`config.mk`:
```
export PLATFORM = sky130hd
export DESIGN_NAME = meter_record_field_parser_unit
export DESIGN_NICKNAME = d
export VERILOG_FILES = /design/src/sv/mrfp_pkg.sv /design/src/sv/meter_record_field_parser_unit.sv
export SDC_FILE = /design/constraint.sdc
export NUM_CORES = 1
export LEC_CHECK = 0
export BUFFER_PORTS_ARGS = -buffer_cell sky130_fd_sc_hd__buf_2
export CORE_MARGIN = 1
export CORE_UTILIZATION = 65
export CTS_BUF_LIST = sky130_fd_sc_hd__clkbuf_8
export DETAILED_ROUTE_END_ITERATION = 10
export PLACE_DENSITY = 0.95
export RECOVER_POWER = 25
export SLEW_MARGIN = 20
export SYNTH_ARGS = -nofsm -noshare
export SYNTH_HDL_FRONTEND = slang
export SYNTH_SLANG_ARGS = --single-unit
```
`constraint.sdc`:
```
create_clock -name clk -period 7.5 [get_ports clk]
set_clock_uncertainty 0.15 [all_clocks]
set_input_delay 0.375 -clock clk [delete_from_list [all_inputs] [get_ports clk]]
set_output_delay 0.375 -clock clk [all_outputs]
set_load 0.1 [all_outputs]
```
`src/sv/mrfp_pkg.sv`:
```
// shared constants for the meter record field parser
`timescale 1ns / 1ps

package mrfp_pkg;

  // reading width, limited to 32 bits for the saturation point
  localparam int ReadingBits = 32;
  localparam int RbEff       = (ReadingBits > 32) ? 32 : ReadingBits;
  localparam int MagBits     = RbEff - 1;
  localparam int IdxBits     = 5;

  localparam logic [MagBits-1:0] PosMax = {MagBits{1'b1}};

  typedef logic [7:0] byte_t;
  typedef logic [1:0] qty_t;
  typedef logic [1:0] status_t;

  localparam qty_t QtyWatts = 2'd0;
  localparam qty_t QtyVolts = 2'd1;
  localparam qty_t QtyAmps  = 2'd2;
  localparam qty_t QtyPf    = 2'd3;

  localparam status_t StatusOk     = 2'd0;
  localparam status_t StatusNoHash = 2'd1;
  localparam status_t StatusBadPfx = 2'd2;

  localparam logic [IdxBits-1:0] TokWatts = 5'd3;
  localparam logic [IdxBits-1:0] TokVolts = 5'd4;
  localparam logic [IdxBits-1:0] TokAmps  = 5'd5;
  localparam logic [IdxBits-1:0] TokPf    = 5'd16;
  localparam logic [IdxBits-1:0] TokMax   = 5'd31;

  localparam logic [9:0] DivWatts = 10'd10;
  localparam logic [9:0] DivVolts = 10'd10;
  localparam logic [9:0] DivAmps  = 10'd1000;
  localparam logic [9:0] DivPf    = 10'd100;

  localparam byte_t ChHash  = 8'h23;
  localparam byte_t ChD     = 8'h64;
  localparam byte_t ChComma = 8'h2C;
  localparam byte_t ChSemi  = 8'h3B;
  localparam byte_t ChPlus  = 8'h2B;
  localparam byte_t ChMinus = 8'h2D;
  localparam byte_t ChZero  = 8'h30;
  localparam byte_t ChNine  = 8'h39;
  localparam byte_t ChSpace = 8'h20;
  localparam byte_t ChTab   = 8'h09;
  localparam byte_t ChCr    = 8'h0D;

endpackage

```
`src/sv/meter_record_field_parser_unit.sv`:
```
// top level of the meter record field parser
`timescale 1ns / 1ps

// meter record field parser
// input channel: in_valid / in_stall carry one received character per item
// (in_rx_byte). bytes before the first '#' other than ';' are ignored, the
// line must start "#d," and the rest is split on commas, empty tokens skipped.
// tokens 3, 4, 5 and 16 are parsed atoi-style and reported as watts, volts,
// amps or power factor on out_quantity / out_reading; ';' ends the line and
// reports out_line_status with out_line_end set.
// an item causes zero or one result; the result channel out_valid / out_stall
// carries it.
// the result is registered: the input register feeds the result register
// through the decode logic. throughput: one item per cycle while no result
// is stalled; the byte is decoded and the running accumulator (multiply by
// ten, add, saturate) updated between the two registers.
// reset (rst_n low, synchronous) empties both registers and returns the
// parser to waiting for '#'.
// while the receiver stalls a pending result, the held input item waits and
// in_stall goes high; input is taken again once the result is taken.

module meter_record_field_parser_unit (
  input  logic                   clk,
  input  logic                   rst_n,
  input  logic                   in_valid,
  output logic                   in_stall,
  input  mrfp_pkg::byte_t        in_rx_byte,
  output logic                   out_valid,
  input  logic                   out_stall,
  output logic                   out_value_valid,
  output mrfp_pkg::qty_t         out_quantity,
  output logic signed [31:0]     out_reading,
  output logic                   out_line_end,
  output mrfp_pkg::status_t      out_line_status
);
  import mrfp_pkg::*;

  typedef enum logic [2:0] {
    PH_WAIT,
    PH_HASH,
    PH_D,
    PH_BODY,
    PH_BAD
  } line_phase_t;

  typedef enum logic [1:0] {
    NP_WS,
    NP_DIGITS,
    NP_DONE
  } num_phase_t;

  // input register
  logic        s1_valid_r;
  byte_t       s1_byte_r;

  // parser state
  line_phase_t         phase_r, phase_nxt;
  logic [IdxBits-1:0]  tok_idx_r, tok_idx_nxt;
  logic                tok_nonempty_r, tok_nonempty_nxt;
  num_phase_t          np_r, np_nxt;
  logic                neg_r, neg_nxt;
  logic [MagBits-1:0]  mag_r, mag_nxt;

  // result register
  logic        out_valid_r;
  logic        res_value_valid_r, res_value_valid_nxt;
  qty_t        res_qty_r, res_qty_nxt;
  logic [31:0] res_reading_r, res_reading_nxt;
  logic        res_end_r, res_end_nxt;
  status_t     res_status_r, res_status_nxt;

  logic advance;
  logic is_ws, is_digit;
  logic [3:0] digit;
  logic [MagBits+3:0] mag_x10;
  logic [MagBits-1:0] mag_acc;
  logic [9:0]  divisor;
  qty_t        tok_qty;
  logic        tok_kept;
  logic [31:0] tok_reading;

  // the result register can take a new result when empty or being drained
  assign advance  = !out_valid_r || !out_stall;
  assign in_stall = s1_valid_r && !advance;

  assign is_ws    = (s1_byte_r == ChSpace) ||
                    ((s1_byte_r >= ChTab) && (s1_byte_r <= ChCr));
  assign is_digit = (s1_byte_r >= ChZero) && (s1_byte_r <= ChNine);
  assign digit    = 4'(s1_byte_r - ChZero);

  // running accumulator: m*10 + d via shifts, saturating at the positive max
  assign mag_x10 = ({4'd0, mag_r} << 3) + ({4'd0, mag_r} << 1) + {{MagBits{1'b0}}, digit};
  assign mag_acc = (mag_x10 > {4'd0, PosMax}) ? PosMax : mag_x10[MagBits-1:0];

  // which token positions carry a quantity
  always_comb begin
    tok_qty = QtyWatts;
    divisor = '0;
    unique case (tok_idx_r)
      TokWatts: begin tok_qty = QtyWatts; divisor = DivWatts; end
      TokVolts: begin tok_qty = QtyVolts; divisor = DivVolts; end
      TokAmps:  begin tok_qty = QtyAmps;  divisor = DivAmps;  end
      TokPf:    begin tok_qty = QtyPf;    divisor = DivPf;    end
      default:  begin tok_qty = QtyWatts; divisor = '0;       end
    endcase
  end

  // a negative value is kept only while it stays above minus one unit
  always_comb begin
    tok_kept    = 1'b0;
    tok_reading = {{(32-MagBits){1'b0}}, mag_r};
    if (tok_nonempty_r && (divisor != '0)) begin
      if (!neg_r) begin
        tok_kept = 1'b1;
      end else if ({{(32-MagBits){1'b0}}, mag_r} < {22'd0, divisor}) begin
        tok_kept    = 1'b1;
        tok_reading = 32'd0 - {{(32-MagBits){1'b0}}, mag_r};
      end
    end
  end

  always_comb begin
    phase_nxt        = phase_r;
    tok_idx_nxt      = tok_idx_r;
    tok_nonempty_nxt = tok_nonempty_r;
    np_nxt           = np_r;
    neg_nxt          = neg_r;
    mag_nxt          = mag_r;
    res_value_valid_nxt = 1'b0;
    res_qty_nxt      = QtyWatts;
    res_reading_nxt  = '0;
    res_end_nxt      = 1'b0;
    res_status_nxt   = StatusOk;

    unique case (phase_r)
      PH_WAIT: begin
        if (s1_byte_r == ChHash) begin
          phase_nxt = PH_HASH;
        end else if (s1_byte_r == ChSemi) begin
          res_end_nxt    = 1'b1;
          res_status_nxt = StatusNoHash;
        end
      end
      PH_HASH, PH_D: begin
        if (phase_r == PH_HASH && s1_byte_r == ChD) begin
          phase_nxt = PH_D;
        end else if (phase_r == PH_D && s1_byte_r == ChComma) begin
          phase_nxt        = PH_BODY;
          tok_idx_nxt      = 5'd1;
          tok_nonempty_nxt = 1'b0;
          np_nxt           = NP_WS;
          neg_nxt          = 1'b0;
          mag_nxt          = '0;
        end else if (s1_byte_r == ChSemi) begin
          res_end_nxt    = 1'b1;
          res_status_nxt = StatusBadPfx;
          phase_nxt      = PH_WAIT;
        end else begin
          phase_nxt = PH_BAD;
        end
      end
      PH_BODY: begin
        if (s1_byte_r == ChComma || s1_byte_r == ChSemi) begin
          // close the token; empty tokens are not counted
          if (tok_nonempty_r) begin
            res_value_valid_nxt = tok_kept;
            if (tok_kept) begin
              res_qty_nxt     = tok_qty;
              res_reading_nxt = tok_reading;
            end
            if (tok_idx_r != TokMax) tok_idx_nxt = tok_idx_r + 5'd1;
          end
          tok_nonempty_nxt = 1'b0;
          np_nxt           = NP_WS;
          neg_nxt          = 1'b0;
          mag_nxt          = '0;
          if (s1_byte_r == ChSemi) begin
            res_end_nxt    = 1'b1;
            res_status_nxt = StatusOk;
            phase_nxt      = PH_WAIT;
          end
        end else begin
          tok_nonempty_nxt = 1'b1;
          unique case (np_r)
            NP_WS: begin
              if (is_ws) begin
                np_nxt = NP_WS;
              end else if (s1_byte_r == ChPlus || s1_byte_r == ChMinus) begin
                neg_nxt = (s1_byte_r == ChMinus);
                np_nxt  = NP_DIGITS;
              end else if (is_digit) begin
                np_nxt  = NP_DIGITS;
                mag_nxt = mag_acc;
              end else begin
                np_nxt = NP_DONE;
              end
            end
            NP_DIGITS: begin
              if (is_digit) mag_nxt = mag_acc;
              else          np_nxt  = NP_DONE;
            end
            default: begin
              np_nxt = np_r;
            end
          endcase
        end
      end
      default: begin
        if (s1_byte_r == ChSemi) begin
          res_end_nxt    = 1'b1;
          res_status_nxt = StatusBadPfx;
          phase_nxt      = PH_WAIT;
        end
      end
    endcase

    // any line end drops a partial number
    if (res_end_nxt) begin
      tok_nonempty_nxt = 1'b0;
      np_nxt           = NP_WS;
      neg_nxt          = 1'b0;
      mag_nxt          = '0;
    end
  end

  always_ff @(posedge clk) begin
    if (!rst_n) begin
      s1_valid_r     <= 1'b0;
      out_valid_r    <= 1'b0;
      phase_r        <= PH_WAIT;
      tok_idx_r      <= '0;
      tok_nonempty_r <= 1'b0;
      np_r           <= NP_WS;
      neg_r          <= 1'b0;
      mag_r          <= '0;
    end else begin
      if (!in_stall) begin
        s1_valid_r <= in_valid;
        if (in_valid) s1_byte_r <= in_rx_byte;
      end
      if (advance) begin
        out_valid_r <= s1_valid_r && (res_value_valid_nxt || res_end_nxt);
        if (s1_valid_r) begin
          phase_r           <= phase_nxt;
          tok_idx_r         <= tok_idx_nxt;
          tok_nonempty_r    <= tok_nonempty_nxt;
          np_r              <= np_nxt;
          neg_r             <= neg_nxt;
          mag_r             <= mag_nxt;
          res_value_valid_r <= res_value_valid_nxt;
          res_qty_r         <= res_qty_nxt;
          res_reading_r     <= res_reading_nxt;
          res_end_r         <= res_end_nxt;
          res_status_r      <= res_status_nxt;
        end
      end
    end
  end

  assign out_valid       = out_valid_r;
  assign out_value_valid = res_value_valid_r;
  assign out_quantity    = res_qty_r;
  assign out_reading     = res_reading_r;
  assign out_line_end    = res_end_r;
  assign out_line_status = res_status_r;

  // a result is either a value, a line end, or both
  a_result_nonempty: assert property (@(posedge clk) disable iff (!rst_n)
    out_valid_r |-> (res_value_valid_r || res_end_r))
    else $error("empty result delivered");

  // status is only reported at line end
  a_status_at_end: assert property (@(posedge clk) disable iff (!rst_n)
    (out_valid_r && !res_end_r) |-> (res_status_r == StatusOk))
    else $error("line status without line end");

  // a value closing a line can only come from a well formed body
  a_value_ok_line: assert property (@(posedge clk) disable iff (!rst_n)
    (out_valid_r && res_value_valid_r && res_end_r) |-> (res_status_r == StatusOk))
    else $error("value reported on a bad line");

  // input is held back only while an item waits on a stalled result
  a_stall_cause: assert property (@(posedge clk) disable iff (!rst_n)
    in_stall |-> (s1_valid_r && out_valid_r && out_stall))
    else $error("input stalled without cause");

endmodule

```
==> results.py, run 1 <==
metrics = {
    "placement": {
        "dp.final_hpwl_um": 11700,
        "io_buffers": 51,
        "postPlaceCellArea_mm2": 0.00656,
        "place_congestion": 0.945,
        "place_ws_ns": 3.09,
    },
    "drt": {
        "wl_per_cell_um": 18.9,
        "drt-vias-per-instance": 6.62,
        "antenna_left": 0,
        "routed_wl_um": 15900,
        "dr.pass1.iters": 7,
        "drt-initial-drc-count": 621,
        "remaining_drc_errors": 0,
        "vias": 5552,
    },
    "final_layout": {
        "drive_gt1_share_pct": 12.1,
        "area_growth_pct": 8.23,
        "final_cell_mix": "nor2_1 (88), ha_1 (73), buf_2 (51)",
        "nets": 792,
        "final_area_mm2": 0.00675,
        "postLayoutCoreUtil_pct": 72.7,
        "final_common_cell": "nor2_1",
        "n_fill_cell": 648,
        "diodes": 0,
    },
    "synth": {
        "ys_seq_elements": 91,
        "syn_inst": 664,
        "seq_area_frac_synth_pct": 36.6,
        "synth_fa_ha_area_share_pct": 15.3,
        "synth_top_cell_by_area": "edfxtp_1",
        "synthTopCellsByArea": "edfxtp_1 (22%), ha_1 (15%), dfxtp_1 (14%)",
        "synth_top_family_by_area": "compound AO/OA/AOI/OAI gates",
        "yosys_warnings": 0,
        "async_flop_share_pct": 0,
        "ys.flop_type": "edfxtp_1",
        "synth_compound_area_share_pct": 20.9,
        "syn_avg_cell_area_um2": 9.39,
        "yosys.area_share.simple_pct": 17.6,
        "synth_top_area_share_pct": 22.2,
        "synth_edf_count": 46,
        "yosysUniqueCellTypes": 69,
        "yosys.area_share.xor_xnor_pct": 5.46,
        "synthMuxAreaShare_pct": 0.662,
        "syn_area_mm2": 0.00624,
        "syn_nets": 751,
    },
    "timing": {
        "max_slew_margin_pct": -22.9,
        "fmax_mhz": 222,
        "setup-violations-final": 0,
        "fin_ws_ns": 2.99,
        "fin_crit_sh_pct": 60.1,
        "rsz0062_at_grt": "no",
        "min_period_ns": 4.51,
        "drv_slew": 39,
        "hold_viol_final": 0,
        "worst_slew_pin_slew_ns": 1.84,
        "setup_tns_ns": 0,
    },
    "setup_path": {
        "critPathSlowestCell": "a41oi_4",
        "worstPathRequired_ns": 7.65,
        "cp-start-kind": "flop",
        "cp_max_fo": 31,
        "cpPeakStageDelay_ns": 0.80,
        "arrival_ns": 4.66,
        "crit_type": "reg -> reg",
        "worst-r2r-setup-slack_ns": 2.99,
        "crit_chain": "inv_1 -> fa_1 -> fa_1 -> nand2b_1 -> a21oi_2 -> nor2_2 -> a221o_1 -> o21ai_4 -> a31oi_2 -> or3b_4 -> a41oi_4 -> a221o_1",
        "cp-end-kind": "flop",
    },
    "power": {
        "p_int_w": 0.000685,
        "vdd_drop_max_mv": 0.0734,
        "seq_power_share_pct": 59.0,
        "p_switching_w": 0.000211,
        "total_power_w": 0.000896,
        "combPwrFrac_pct": 3.8,
        "p_leak_nw": 2.90,
        "pwr-share-clk_pct": 37.2,
        "p_per_area_mw_per_mm2": 133,
        "swShare_pct": 23.5,
    },
    "clocking": {
        "ctsResizeCount": 0,
        "clockBufferDepth": 2,
        "ctsHoldBuffers": 0,
        "cts_sinks": 91,
        "htree_levels": 3,
        "post-cts-setup-buffer-count": 0,
        "insertion_delay_ns": 0.37,
        "clk_pin_slew_ns": 0.10,
        "cts_tree": "built",
        "clock-root-buffer": "clkbuf_8",
        "cts_made_buffers": 9,
    },
    "global_route": {
        "grt_max_degree": 39,
        "grt_pass1_wl_um": 25300,
        "grt_pass1_vias": 5075,
        "grt-ovfl-total": 0,
        "antenna_found_initial": 0,
        "track_usage_pct": 32.2,
    },
    "die": {
        "core-area_mm2": 0.00928,
        "initial_core_util_pct": 67.2,
        "die_w_um": 100,
        "fp.dieH_um": 100,
        "rows": 35,
        "ios": 52,
        "die_area_mm2": 0.00999,
    },
    "run": {
        "maxCapViolCount": 1,
    },
    "worst_hold_path": {
        "hold_class": "in -> reg",
    },
    "status": {
        "status": "complete, but fails checks",
        "violations": "capacitance limit, slew limit",
    },
}
-- area by class of cell --
cell class	instances	area (µm²)	area share [%]
Clock buffer	9	124	1.84
Clock inverter	7	67.6	1.00
Inverter	25	93.8	1.39
Multi-Input combinational cell	524	3750	55.5
Sequential cell	91	2280	33.8
Tap cell	129	161	2.39
Timing Repair Buffer	54	274	4.06
-- state kept, by name, summed over array words and instances (netlist names) --
name             count
mag_r               31
np_r                 2
out_value_valid      1
out_valid            1
out_quantity         2
phase_r              3
out_line_status      2
tok_idx_r            5
tok_nonempty_r       1
out_reading         32
neg_r                1
s1_valid_r           1
s1_byte_r            8
out_line_end         1
-- final timing paths --
check,cells past startpoint,to,from
min,1,s1_byte_r[2],in_rx_byte[2]
min reg2reg,2,tok_nonempty_r,tok_nonempty_r
max reg2reg,12,mag_r[6],mag_r[2]
max,12,mag_r[6],mag_r[2]
-- per-layer routing --
layer	vias up	track usage (%)	routed length, µm
li1	2566	-	-
met2	352	50.4	7190
met3	58	5.43	1500
met1	2576	44.5	6690
met4	0	12.9	498
met5	-	0	0
-- power groups by stage --
stage | logic (W) | clock network, W | registers (W)
CTS | 0.0000341 | 0.000329 | 0.000528
floorplan | 0.0000111 | 0 | 0.000553
global route | 0.0000359 | 0.000351 | 0.000529
global placement | 0.0000329 | 0 | 0.000539
finish | 0.0000342 | 0.000333 | 0.000528
detailed placement | 0.0000339 | 0 | 0.000539
-- cells by family after synthesis --
kind of cell	after synthesis
AO/OA/AOI/OAI	185
XOR/XNOR	38
adder cells (fa/ha/maj)	75
buffers and inverters	49
flip-flops	91
multiplexers	4
AND/OR/NAND/NOR	222
-- through the flow --
step / instances / hold WS [ns]
finish: 839 / 0.0229
global route: 839 / 0.00896
CTS: 839 / 0.0222
detailed placement: 823 / 0.318
global placement: 823 / 0.320
floorplan: 664 / 0.296
-- synthesized netlist by cell type (all sizes together), types with 2 or more instances --
cell type / instances
a2111o: 3
a211oi: 4
a21boi: 4
a21o: 7
a21oi: 52
a221o: 28
a22oi: 7
a31oi: 7
a32oi: 2
and2: 4
and3: 4
and4b: 2
buf: 7
clkbuf: 17
dfxtp: 45
edfxtp: 46
fa: 2
ha: 73
inv: 25
mux2i: 3
nand2: 47
nand2b: 8
nand3: 14
nand3b: 2
nand4: 6
nor2: 91
nor2b: 6
nor3: 9
nor4: 8
nor4b: 4
o211ai: 7
o21a: 11
o21ai: 34
o21bai: 4
o221ai: 2
o31ai: 4
or2: 2
or3: 5
or4: 4
xnor2: 24
xor2: 14
-- worst max-delay path, delay by kind of cell (launching register included) --
kind / cells / cell delay, ns
flops: 1 / 0.49
fa+ha+maj: 2 / 1.02
buf+inv: 1 / 0.12
simple gates: 3 / 0.69
compound gates: 6 / 1.95
Note: power is estimated with default switching activity, not from simulation.
==> run 2: changes to the inputs <==
- ABC_AREA: not set -> 1
- CORE_UTILIZATION: 65 -> 57
- PLACE_DENSITY: 0.95 -> 0.89
- clock period: 7.5 -> 3.9 ns (I/O delays scaled with it)
==> run 2 against run 1 <==
Global-route usage down 3.2 points. Largest cell class unchanged. Maximum frequency up 29%. Worst hold slack worse by 0.0018 ns. Routed wire length up 18%. Register-to-register slack worse by 2.6 ns. Sequential cell count unchanged. Worst setup slack worse by 2.6 ns. Sequential power up 93%. Clock power up 75%. Combinational power rose to 2.7 times the previous value. Count of clock-buffer cells in the layout unchanged. Via count up 25%. The flow now finishes without violations.
==> results.py, run 2 <==
metrics = {
    "synth": {
        "synthTopCellsByArea": "edfxtp_1 (19%), nand2_1 (15%), ha_1 (12%)",
        "syn_inst": 1027,
        "synth_edf_count": 46,
        "ys_seq_elements": 91,
        "synth_top_area_share_pct": 18.8,
        "syn_nets": 1114,
        "async_flop_share_pct": 0,
        "yosys_warnings": 0,
        "yosysUniqueCellTypes": 49,
        "seq_area_frac_synth_pct": 31.1,
        "ys.flop_type": "edfxtp_1",
        "yosysMostFrequentCell": "nand2_1",
        "syn_area_mm2": 0.00735,
        "synth_top_cell_by_area": "edfxtp_1",
        "syn_avg_cell_area_um2": 7.15,
        "synthTopCellsByCount": "nand2_1 (297), inv_1 (152), a21oi_1 (80), nor2_1 (80), ha_1 (73)",
    },
    "clocking": {
        "clk_pin_slew_ns": 0.09,
        "ctsResizeCount": 0,
        "clock-root-buffer": "clkbuf_8",
        "cts_tree": "built",
        "ctsHoldBuffers": 11,
        "cts_made_buffers": 9,
        "clockBufferDepth": 2,
        "htree_levels": 3,
        "cts_sinks": 91,
        "post-cts-setup-buffer-count": 0,
        "insertion_delay_ns": 0.37,
    },
    "timing": {
        "min_period_ns": 3.50,
        "hold_viol_final": 0,
        "setup_tns_ns": 0,
        "max_slew_margin_pct": 19.8,
        "fmax_mhz": 285,
        "drv_slew": 0,
        "rsz0062_at_grt": "no",
        "worst_slew_pin_slew_ns": 1.21,
        "fin_ws_ns": 0.396,
        "setup-violations-final": 0,
        "fin_crit_sh_pct": 89.8,
    },
    "final_layout": {
        "nets": 1174,
        "drive_gt1_share_pct": 9.16,
        "final_cell_mix": "nand2_1 (297), inv_1 (154), nor2_1 (80), a21oi_1 (80), ha_1 (73)",
        "diodes": 0,
        "largest_register_ffs": 32,
        "n_fill_cell": 1056,
        "final_area_mm2": 0.00796,
        "final_common_cell": "nand2_1",
        "area_growth_pct": 8.33,
    },
    "drt": {
        "drt-vias-per-instance": 5.47,
        "dr.pass1.iters": 5,
        "vias": 6915,
        "antenna_left": 0,
        "wl_per_cell_um": 14.8,
        "routed_wl_um": 18700,
        "drt-initial-drc-count": 612,
        "remaining_drc_errors": 0,
    },
    "global_route": {
        "grt_pass1_vias": 6391,
        "antenna_found_initial": 0,
        "grt-ovfl-total": 0,
        "grt_pass1_wl_um": 30100,
        "grt_max_degree": 38,
        "track_usage_pct": 29.0,
    },
    "die": {
        "die_area_mm2": 0.0133,
        "die_w_um": 116,
        "rows": 41,
        "ios": 52,
        "fp.dieH_um": 116,
        "core-area_mm2": 0.0126,
        "initial_core_util_pct": 58.4,
    },
    "setup_path": {
        "r2r_cells": 19,
        "cp-end-kind": "flop",
        "crit_type": "reg -> reg",
        "worstPathRequired_ns": 4.00,
        "arrival_ns": 3.60,
        "cp_max_fo": 23,
        "cp-start-kind": "flop",
        "worstReg2RegStart": "mag_r[2]",
        "worst-r2r-setup-slack_ns": 0.40,
        "r2r_end": "mag_r[19]",
    },
    "power": {
        "vdd_drop_max_mv": 0.248,
        "p_per_area_mw_per_mm2": 212,
        "total_power_w": 0.00169,
        "p_leak_nw": 3.93,
    },
    "worst_hold_path": {
        "hp-start": "out_stall",
        "hold_class": "in -> reg",
        "holdPathEnd": "out_valid",
        "holdPathStages": 3,
    },
    "placement": {
        "place_congestion": 0.970,
        "io_buffers": 51,
        "place_ws_ns": 0.525,
        "postPlaceCellArea_mm2": 0.00772,
        "dp.final_hpwl_um": 14000,
    },
    "run": {
        "maxCapViolCount": 0,
    },
    "status": {
        "status": "finished clean",
    },
}
[run 2: changes by cell type in the layout (fill, tap and decap cells not counted), sizes merged, moves of 14 or more]
cell / change
buf: -22
o21ai: -14
a21oi: +51
inv: +131
nand3: +58
a221o: -28
nand2: +258
nor3: +14
clkbuf: +27
[run 2: power breakdown]
part	switching [W]	total [W]	internal, W	leakage (nW)
logic	0.0000698	0.0000912	0.0000214	3.00
clock network	0.000352	0.000582	0.000229	0.0880
registers	0.00000607	0.00102	0.00101	0.838
[run 2: worst max-delay path by stage]
stage            startpoint      endpoint  slack (ns)  cells past startpoint
6_report           mag_r[2]     mag_r[19]        0.40                     19
5_1_grt        s1_byte_r[3]     mag_r[19]        0.19                     19
4_1_cts            mag_r[2]     mag_r[22]        0.46                     19
3_5_place_dp       mag_r[2]     mag_r[22]        0.53                     19
3_3_place_gp       mag_r[2]     mag_r[22]        0.60                     19
2_1_floorplan     out_valid  out_line_end        0.63                      3
[run 2: per-stage QoR]
step	util, %	std cells	hold slack (ns)
after floorplan	-	1027	0.144
after global placement	61.4	1237	0.222
after detailed placement	61.4	1237	0.224
after CTS	63.7	1264	0.00422
after global routing	63.3	1264	0.0190
final	63.3	1264	0.0211
[run 2: metal layers]
layer	GRT usage, %	share of wire [%]	up-vias
met5	0	0	-
met4	15.1	4.7	0
met3	5.18	5.4	71
met2	49.8	48	255
met1	34.7	42	3121
li1	-	-	3468
[run 2: final cells by class]
cell class | instances | area [µm²] | share of cell area [%]
tap | 172 | 215 | 2.70
clock inverter | 7 | 46.3 | 0.582
clock buffer | 9 | 124 | 1.56
inverter | 158 | 593 | 7.45
timing repair buffer | 70 | 403 | 5.06
multi-input combinational | 757 | 4290 | 54.0
sequential | 91 | 2280 | 28.7
[run 2: cell families (layout without fill, tap and decap cells)]
logic type | count (synthesis) | after routing | synth area share, %
xor+xnor | 19 | 19 | 2.27
simple gates | 520 | 520 | 31.2
flops | 91 | 91 | 31.1
fa+ha+maj | 75 | 75 | 13.0
compound gates | 143 | 143 | 12.0
buf+inv | 179 | 244 | 10.5
[run 2: critical path: stages, from the launching register on]
cell	delay, ns
dfxtp_1	0.41
inv_1	0.13
fa_1	0.60
inv_1	0.07
ha_1	0.31
nand3_1	0.09
nand3_1	0.12
nand2_1	0.12
nand2_1	0.09
nand2_1	0.09
nand2_2	0.10
nand2_1	0.09
nand2_1	0.05
nand2_1	0.06
nand2_1	0.08
nor2_4	0.26
buf_12	0.21
nand3_1	0.12
nand2_1	0.12
a21oi_1	0.09
